==> src/rtl/pbshd_pkg.sv <==
`default_nettype none

package pbshd_pkg;

  localparam int unsigned DataW   = 8;
  localparam int unsigned CfgW    = 16;
  localparam int unsigned IdxW    = 2;
  localparam int unsigned CountW  = 9;
  localparam int unsigned PosW    = 17;
  localparam int unsigned SumW    = 24;
  localparam int unsigned PortW   = 8;
  localparam int unsigned StepW   = 5;

  localparam logic [PosW-1:0]  POS_MAX   = '1;
  localparam logic [StepW-1:0] LAST_STEP = StepW'(SumW - 1);

  // Configuration register indexes
  localparam logic [IdxW-1:0] REG_WINDOW_OFFSET = 2'd0;
  localparam logic [IdxW-1:0] REG_WINDOW_LENGTH = 2'd1;
  localparam logic [IdxW-1:0] REG_PORT_COUNT    = 2'd2;

  typedef enum logic [1:0] {
    ST_ACCUM,
    ST_DIVIDE,
    ST_PUBLISH
  } state_t;

  typedef struct packed {
    logic accept;   // take one byte into position and sum
    logic finish;   // packet ends: latch result inputs, clear counters
    logic step;     // one bit of the remainder loop
    logic publish;  // move result into the output register
  } cmd_t;

  typedef struct packed {
    logic last;      // last-byte mark of the offered word
    logic div_done;  // remainder loop on its final bit
    logic out_free;  // output register empty or being taken
  } status_t;

endpackage

`default_nettype wire

==> src/rtl/pbshd_ctrl.sv <==
`default_nettype none

module pbshd_ctrl
  import pbshd_pkg::*;
(
  input  wire logic    clk,
  input  wire logic    rst,
  input  wire logic    in_valid,
  output logic         in_ready,
  input  wire status_t status,
  output cmd_t         cmd
);

  state_t state;
  state_t state_next;

  always_ff @(posedge clk) begin
    if (rst) begin
      state <= ST_ACCUM;
    end else begin
      state <= state_next;
    end
  end

  always_comb begin
    state_next  = state;
    in_ready    = 1'b0;
    cmd         = '0;
    case (state)
      ST_ACCUM: begin
        in_ready   = 1'b1;
        cmd.accept = in_valid;
        if (in_valid && status.last) begin
          cmd.finish = 1'b1;
          state_next = ST_DIVIDE;
        end
      end
      ST_DIVIDE: begin
        cmd.step = 1'b1;
        if (status.div_done) begin
          state_next = ST_PUBLISH;
        end
      end
      ST_PUBLISH: begin
        if (status.out_free) begin
          cmd.publish = 1'b1;
          state_next  = ST_ACCUM;
        end
      end
      default: begin
        state_next = ST_ACCUM;
      end
    endcase
  end

endmodule

`default_nettype wire

==> src/rtl/pbshd_dpath.sv <==
`default_nettype none

module pbshd_dpath
  import pbshd_pkg::*;
#(
  parameter int unsigned MAX_PORTS = 256
) (
  input  wire logic             clk,
  input  wire logic             rst,
  input  wire logic             cfg_write,
  input  wire logic [IdxW-1:0]  cfg_index,
  input  wire logic [CfgW-1:0]  cfg_data,
  input  wire logic [DataW-1:0] data_byte,
  input  wire logic             last_byte,
  input  wire cmd_t             cmd,
  output status_t               status,
  output logic                  out_valid,
  input  wire logic             out_ready,
  output logic [PortW-1:0]      port_index,
  output logic                  too_short
);

  localparam logic [CountW-1:0] MaxN = CountW'(MAX_PORTS);

  logic [CfgW-1:0]   win_offset;
  logic [CfgW-1:0]   win_length;
  logic [PosW-1:0]   win_end;
  logic [CountW-1:0] port_count;

  logic [PosW-1:0]   pos;
  logic [SumW-1:0]   sum;

  logic [SumW-1:0]   dividend;
  logic [PortW-1:0]  rem;
  logic [StepW-1:0]  step_cnt;
  logic [CountW-1:0] n_q;
  logic              pow2_q;
  logic [2:0]        hash_q;
  logic              short_q;

  logic              in_win;
  logic [SumW-1:0]   sum_final;
  logic [PosW-1:0]   pos_inc;
  logic              short_final;
  logic [CountW-1:0] n_eff;
  logic              n_pow2;
  logic [CountW-1:0] trial;
  logic [2:0]        mask;

  // Config registers; window end tracks offset + length
  always_ff @(posedge clk) begin
    if (rst) begin
      win_offset <= '0;
      win_length <= CfgW'(1);
      win_end    <= PosW'(1);
      port_count <= CountW'(1);
    end else if (cfg_write) begin
      case (cfg_index)
        REG_WINDOW_OFFSET: begin
          win_offset <= cfg_data;
          win_end    <= {1'b0, cfg_data} + {1'b0, win_length};
        end
        REG_WINDOW_LENGTH: begin
          win_length <= cfg_data;
          win_end    <= {1'b0, win_offset} + {1'b0, cfg_data};
        end
        REG_PORT_COUNT: begin
          port_count <= cfg_data[CountW-1:0];
        end
        default: begin
        end
      endcase
    end
  end

  always_comb begin
    in_win      = (pos >= {1'b0, win_offset}) && (pos < win_end);
    sum_final   = sum + (in_win ? {{(SumW-DataW){1'b0}}, data_byte} : '0);
    pos_inc     = (pos == POS_MAX) ? pos : pos + PosW'(1);
    short_final = pos_inc < win_end;
    if (port_count == '0) begin
      n_eff = CountW'(1);
    end else if (port_count > MaxN) begin
      n_eff = MaxN;
    end else begin
      n_eff = port_count;
    end
    n_pow2 = (n_eff == CountW'(2)) || (n_eff == CountW'(4)) || (n_eff == CountW'(8));
    mask   = n_eff[2:0] - 3'd1;
    trial  = {rem, dividend[SumW-1]};
  end

  // Position counter and running window sum
  always_ff @(posedge clk) begin
    if (rst) begin
      pos <= '0;
      sum <= '0;
    end else if (cmd.finish) begin
      pos <= '0;
      sum <= '0;
    end else if (cmd.accept) begin
      pos <= pos_inc;
      sum <= sum_final;
    end
  end

  // Restoring remainder loop, one dividend bit a cycle
  always_ff @(posedge clk) begin
    if (cmd.finish) begin
      dividend <= sum_final;
      rem      <= '0;
      step_cnt <= '0;
      n_q      <= n_eff;
      pow2_q   <= n_pow2;
      hash_q   <= (sum_final[2:0] ^ sum_final[6:4]) & mask;
      short_q  <= short_final;
    end else if (cmd.step) begin
      dividend <= {dividend[SumW-2:0], 1'b0};
      step_cnt <= step_cnt + StepW'(1);
      if (trial >= n_q) begin
        rem <= PortW'(trial - n_q);
      end else begin
        rem <= trial[PortW-1:0];
      end
    end
  end

  // Output register
  always_ff @(posedge clk) begin
    if (rst) begin
      out_valid <= 1'b0;
    end else if (cmd.publish) begin
      out_valid <= 1'b1;
    end else if (out_ready) begin
      out_valid <= 1'b0;
    end
  end

  always_ff @(posedge clk) begin
    if (cmd.publish) begin
      too_short <= short_q;
      if (short_q) begin
        port_index <= '0;
      end else if (pow2_q) begin
        port_index <= {{(PortW-3){1'b0}}, hash_q};
      end else begin
        port_index <= rem;
      end
    end
  end

  always_comb begin
    status.last     = last_byte;
    status.div_done = (step_cnt == LAST_STEP);
    status.out_free = !out_valid || out_ready;
  end

endmodule

`default_nettype wire

==> src/rtl/packet_byte_sum_hash_demux.sv <==
`default_nettype none

// Channel   Direction  Handshake            Payload
// in        sink       in_valid/in_ready    data_byte[7:0], last_byte
// out       source     out_valid/out_ready  port_index[7:0], too_short
// cfg       sink       cfg_write            cfg_index[1:0], cfg_data[15:0]
//
// Bytes that are not last are taken one per cycle. A last byte starts the
// remainder loop, one bit of the window sum per step over all 24 bits, then
// the output register loads, and in_ready stays low until that load.
// The output register frees the input side: bytes of the next packet stream
// while a result waits; only the next last byte's publish waits for out_ready.
// Reset (rst, synchronous) clears counters, drops out_valid, restores config.

module packet_byte_sum_hash_demux
  import pbshd_pkg::*;
#(
  parameter int unsigned MAX_PORTS = 256
) (
  input  wire logic             clk,
  input  wire logic             rst,
  // configuration write port
  input  wire logic             cfg_write,
  input  wire logic [IdxW-1:0]  cfg_index,
  input  wire logic [CfgW-1:0]  cfg_data,
  // packet byte words
  input  wire logic             in_valid,
  output logic                  in_ready,
  input  wire logic [DataW-1:0] data_byte,
  input  wire logic             last_byte,
  // port choice words
  output logic                  out_valid,
  input  wire logic             out_ready,
  output logic [PortW-1:0]      port_index,
  output logic                  too_short
);

  cmd_t    cmd;
  status_t status;

  // Sequencer: accumulate bytes, run the remainder loop, publish
  pbshd_ctrl u_ctrl (
    .clk      (clk),
    .rst      (rst),
    .in_valid (in_valid),
    .in_ready (in_ready),
    .status   (status),
    .cmd      (cmd)
  );

  // Counters, window sum, divider and output register
  pbshd_dpath #(
    .MAX_PORTS (MAX_PORTS)
  ) u_dpath (
    .clk        (clk),
    .rst        (rst),
    .cfg_write  (cfg_write),
    .cfg_index  (cfg_index),
    .cfg_data   (cfg_data),
    .data_byte  (data_byte),
    .last_byte  (last_byte),
    .cmd        (cmd),
    .status     (status),
    .out_valid  (out_valid),
    .out_ready  (out_ready),
    .port_index (port_index),
    .too_short  (too_short)
  );

endmodule

`default_nettype wire

==> config.mk <==
export PLATFORM = sky130hd
export DESIGN_NAME = packet_byte_sum_hash_demux
export DESIGN_NICKNAME = d
export VERILOG_FILES = /design/src/rtl/pbshd_pkg.sv /design/src/rtl/pbshd_ctrl.sv /design/src/rtl/pbshd_dpath.sv /design/src/rtl/packet_byte_sum_hash_demux.sv
export SDC_FILE = /design/constraint.sdc
export NUM_CORES = 1
export LEC_CHECK = 0
export BUFFER_PORTS_ARGS = -buffer_cell sky130_fd_sc_hd__buf_2
export CAP_MARGIN = 10
export CELL_PAD_IN_SITES_DETAIL_PLACEMENT = 2
export CELL_PAD_IN_SITES_GLOBAL_PLACEMENT = 2
export CORE_ASPECT_RATIO = 1.75
export CORE_MARGIN = 2
export CORE_UTILIZATION = 35
export CTS_BUF_LIST = sky130_fd_sc_hd__clkbuf_8
export CTS_CLUSTER_DIAMETER = 80
export DETAILED_ROUTE_END_ITERATION = 8
export PLACE_DENSITY = 0.73
export SYNTH_ARGS = -nofsm -noshare
export SYNTH_HDL_FRONTEND = slang
export SYNTH_HIERARCHICAL = 1
export SYNTH_SLANG_ARGS = --single-unit
==> constraint.sdc <==
create_clock -name clk -period 4.31 [get_ports clk]
set_input_delay 0.431 -clock clk [delete_from_list [all_inputs] [get_ports clk]]
set_output_delay 0.431 -clock clk [all_outputs]
set_load 0.1 [all_outputs]
==> results by stage <==
Worst setup path:
- The timing endpoint of the critical path is u_dpath/dividend[17].
- STA puts the critical path data required time at 4.55 ns.
- STA puts the critical path data arrival time at 4.24 ns.
- The classification of the worst setup path is reg2reg.
- STA classifies the critical path endpoint as a flop.
- The worst reg-to-reg path cell count is 17.
- The launching element type of the critical path is a flop.
- The maximum fanout along the worst path is 16.
- The startpoint of the worst setup timing path is u_dpath/win_end[10].
- The origin of the critical flop-to-flop path is u_dpath/win_end[10].
- The setup check on the worst reg-to-reg path leaves a slack of 0.31 ns.
- The endpoint identified for the worst register-to-register timing path is u_dpath/dividend[17].

Flow run:
- The max-cap violation count is 0.

Clock tree:
- The clock latency at the later pin of the worst-skew pair is 0.51 ns.
- The maximum root-to-sink buffer count is 2.
- The tree built by TritonCTS fans out to 162 sinks.
- The TritonCTS clock tree is built.
- The number of buffers inserted during clock tree synthesis is 17.
- The H-tree was split into 4 levels.
- The buffer type at the clock tree root is sky130_fd_sc_hd__clkbuf_8.
- The number of hold buffers added after CTS was 0.
- Clock-pin slew was measured on the worst setup and hold paths at 0.10 ns.

Power and ir drop:
- In this run the static leakage power is 4.25 nW.
- The worst-case IR drop observed on VDD is 0.202 mV.
- The power per unit of standard cell area is 330 mW/mm2.
- The total power of the final layout is 3.58 mW.

Floorplan:
- The area inside the core boundary is 0.0273 mm2.
- The boundary pin count is 43.
- For this configuration, the core starts out at a cell density of 35.7%.
- The total number of placement rows is 80.
- The die covers 0.0293 mm2.
- The chip height is 225 um.
- Measured along the x axis, the die boundary spans 130 um.

Finish:
- In the final design database the tool counted 1282 nets.
- The antenna diode count is 0.
- The synthesis-to-finish area growth is 11.0%.
- Fill cells in the final layout number 3152.
- With fillers left out, the area of the finished cells amounts to 0.0108 mm2.
- Cells with a size suffix above 1 make up 12.3% of the layout.
- In the final layout, the multi-input gates occupy 0.00566 mm2.
- The area used by sequential logic in the layout is 0.00371 mm2.

Global routing:
- The global-route congestion overflow total is 0.
- The number of global-route vias before repair was 9336.
- The initial antenna violation count was 0.
- The first global-routing pass estimated 49.8 mm of wire.
- The total global-route track usage is 22.3%.
- Entering global routing, the biggest net connects 41 pins.

Drt:
- The first TritonRoute pass finished after 5 iterations.
- Dividing the detail-routed wire length by the instance count gives 20.0 um.
- The highest routing layer actually used is met4.
- The sum of met3 wire segment lengths after detailed routing is 707 um.
- In the routed design, unresolved DRC markers number 0.
- Wire segments on met2 add up to 17.9 mm in the final route.
- The remaining antenna violation count after routing is 0.
- Summing over every cut layer, the via total after detailed routing is 8397.
- For this block, the initial DRC count from the detailed router was 229.
- The detailed-route wire length is 30.9 mm.
- For this block, wires on met1 add up to 10.8 mm.
- The via density per instance is 5.44.

Logic synthesis:
- The count of mapped cells out of synthesis is 1118.
- The share of flip-flops with an asynchronous set or reset is 0%.
- After synthesis the netlist holds a flip-flop and latch count of 162.
- The synthesized design contains 47 enable-type register cells.
- The number of warnings issued by yosys is 6.
- The synthesized area per cell is 8.73 um2.
- The combined area of all synthesized cells is 0.00976 mm2.
- Yosys mapped the design onto 65 distinct sky130hd cell types.
- The share of the yosys chip area belonging to registers is 38.1%.
- The most used flip-flop cell after synthesis is sky130_fd_sc_hd__dfxtp_1.
- The synthesized net count is 1239.

Hold path:
- Counting instances, the worst hold path has a depth of 3.
- The class of the most critical hold timing path is in2reg.

Placed design:
- The placer congestion estimate is 0.819.
- The total of buffers placed on input and output ports is 42.
- In this run the cell area measured after placement is 0.0105 mm2.
- The final HPWL from detailed placement is 23.8 mm.

Timing:
- In this run the tightest slew margin relative to its limit is 34.9%.
- The shortest period the worst path allows is 4.00 ns.
- The final-layout worst hold slack is 0.181 ns.
- The slew at the pin closest to its max-slew limit is 0.976 ns.
- The aggregate negative setup slack is 0 ns.
- The final critical path takes up 92.8% of the cycle.
- Setup violations remaining at the end of the flow were counted as 0.
- The final count of hold timing violations is 0.
- Clock skew on the completed layout was measured at 0.0152 ns.
- The top achievable clock speed is 250 MHz.
- The number of max-slew violations in the final report came to 0.

Status:
- The run finished with clean final reports.
[power by group]
group          total, mW  switching, mW  internal, mW  leakage, nW
clock               1.05          0.648         0.399        0.169
combinational      0.787          0.470         0.317         2.71
sequential          1.74         0.0703          1.67         1.38
[synth_stat cells, types with 25 or more instances]
cell / instances / area share (%)
sky130_fd_sc_hd__nand2_1: 139 / 5.3
sky130_fd_sc_hd__dfxtp_1: 115 / 24
sky130_fd_sc_hd__nor2_1: 114 / 4.4
sky130_fd_sc_hd__a21oi_1: 97 / 5.0
sky130_fd_sc_hd__ha_1: 86 / 11
sky130_fd_sc_hd__inv_1: 56 / 2.2
sky130_fd_sc_hd__edfxtp_1: 47 / 14
sky130_fd_sc_hd__xnor2_1: 45 / 4.0
sky130_fd_sc_hd__clkbuf_1: 41 / 1.6
sky130_fd_sc_hd__xor2_1: 37 / 3.3
sky130_fd_sc_hd__nor3_1: 32 / 1.6
sky130_fd_sc_hd__nand3_1: 30 / 1.5
sky130_fd_sc_hd__o21ai_0: 26 / 1.3
sky130_fd_sc_hd__nand4_1: 25 / 1.6
[area by class of cell]
type / count / area share (%)
Multi-Input combinational cell: 851 / 52.3
Timing Repair Buffer: 73 / 4.09
Sequential cell: 162 / 34.3
Inverter: 56 / 1.94
Clock buffer: 17 / 2.16
Clock inverter: 15 / 1.00
Tap cell: 369 / 4.26
[state kept, by name, summed over array words and instances, names as in the netlist, 3 cells and up]
| name | count |
|---|---|
| u_dpath/port_index | 8 |
| u_dpath/hash_q | 3 |
| u_dpath/n_q | 9 |
| u_dpath/rem | 8 |
| u_dpath/dividend | 24 |
| u_dpath/win_length | 16 |
| u_dpath/win_end | 17 |
| u_dpath/port_count | 9 |
| u_dpath/sum | 24 |
| u_dpath/win_offset | 16 |
| u_dpath/step_cnt | 5 |
| u_dpath/pos | 17 |
[placed cells by master (no fill, tap or decap), drive strengths merged, types with 20 or more instances in the layout]
cell type  synthesis  layout
ha                86      86
mux2              24      24
nand3             30      30
a21oi             98      98
edfxtp            47      47
a211oi            20      20
xnor2             45      45
buf                8      73
dfxtp            115     115
o21ai             28      28
nand4             25      25
nor3              32      32
nor2             114     114
nand2            140     140
mux2i             24      24
xor2              37      37
inv               56      59
[worst max-delay path, cell delays in order, from the launching register on]
cell and delay [ns]:
sky130_fd_sc_hd__dfxtp_1 0.35, sky130_fd_sc_hd__inv_1 0.07, sky130_fd_sc_hd__ha_1 0.30, sky130_fd_sc_hd__a21o_1 0.18, sky130_fd_sc_hd__o221ai_1 0.23, sky130_fd_sc_hd__a21oi_1 0.09, sky130_fd_sc_hd__a2111oi_1 0.38, sky130_fd_sc_hd__a21oi_1 0.16
sky130_fd_sc_hd__buf_4 0.18, sky130_fd_sc_hd__nor3_1 0.18, sky130_fd_sc_hd__ha_1 0.33, sky130_fd_sc_hd__o211ai_1 0.19, sky130_fd_sc_hd__nand2_1 0.23, sky130_fd_sc_hd__nand3_1 0.13, sky130_fd_sc_hd__buf_4 0.22, sky130_fd_sc_hd__nor4_1 0.26
sky130_fd_sc_hd__xnor2_1 0.16, sky130_fd_sc_hd__a21oi_1 0.08
[stage by stage]
| stage | util (%) | setup slack [ns] | instances |
|---|---|---|---|
| 6_report | 39.6 | 0.312 | 1543 |
| 2_1_floorplan | - | 0.433 | 1118 |
| 3_3_place_gp | 38.3 | 0.352 | 1511 |
| 3_5_place_dp | 38.3 | 0.210 | 1511 |
| 4_1_cts | 39.6 | 0.176 | 1543 |
| 5_1_grt | 39.6 | -0.00412 | 1543 |
[repair_timing]
| item | 4_1_cts | 5_1_grt |
|---|---|---|
| gates resized for setup | 0 | 7 |
| endpoints found under the setup margin | 0 | 21 |
| buffers inserted | 0 | 0 |
[logic make-up (layout without fill, tap and decap cells)]
family | after synthesis | in the layout | synth area share (%)
multiplexers | 48 | 48 | 5.23
AND/OR/NAND/NOR | 424 | 424 | 20.4
flip-flops | 162 | 162 | 38.1
XOR/XNOR | 82 | 82 | 7.36
adder cells (fa/ha/maj) | 89 | 89 | 11.6
AO/OA/AOI/OAI | 208 | 208 | 13.1
buffers and inverters | 105 | 161 | 4.21
[how the worst min path moves through the flow]
stage	start	to	slack, ns
after global routing	cfg_data[14]	u_dpath/win_offset[14]	0.18
final	cfg_data[11]	u_dpath/win_length[11]	0.18
after global placement	u_dpath/win_length[14]	u_dpath/win_length[14]	0.44
after detailed placement	u_dpath/win_end[7]	u_dpath/win_end[7]	0.45
after floorplan	u_dpath/win_end[13]	u_dpath/win_end[13]	0.43
after CTS	cfg_data[11]	u_dpath/win_length[11]	0.15
[per-layer routing]
metal,up-vias,global-route usage [%]
met5,-,0
met4,0,11.6
met3,70,2.99
met2,132,45.1
met1,4182,20.9
li1,4013,-
No activity file was read; power rests on OpenSTA's default activity.
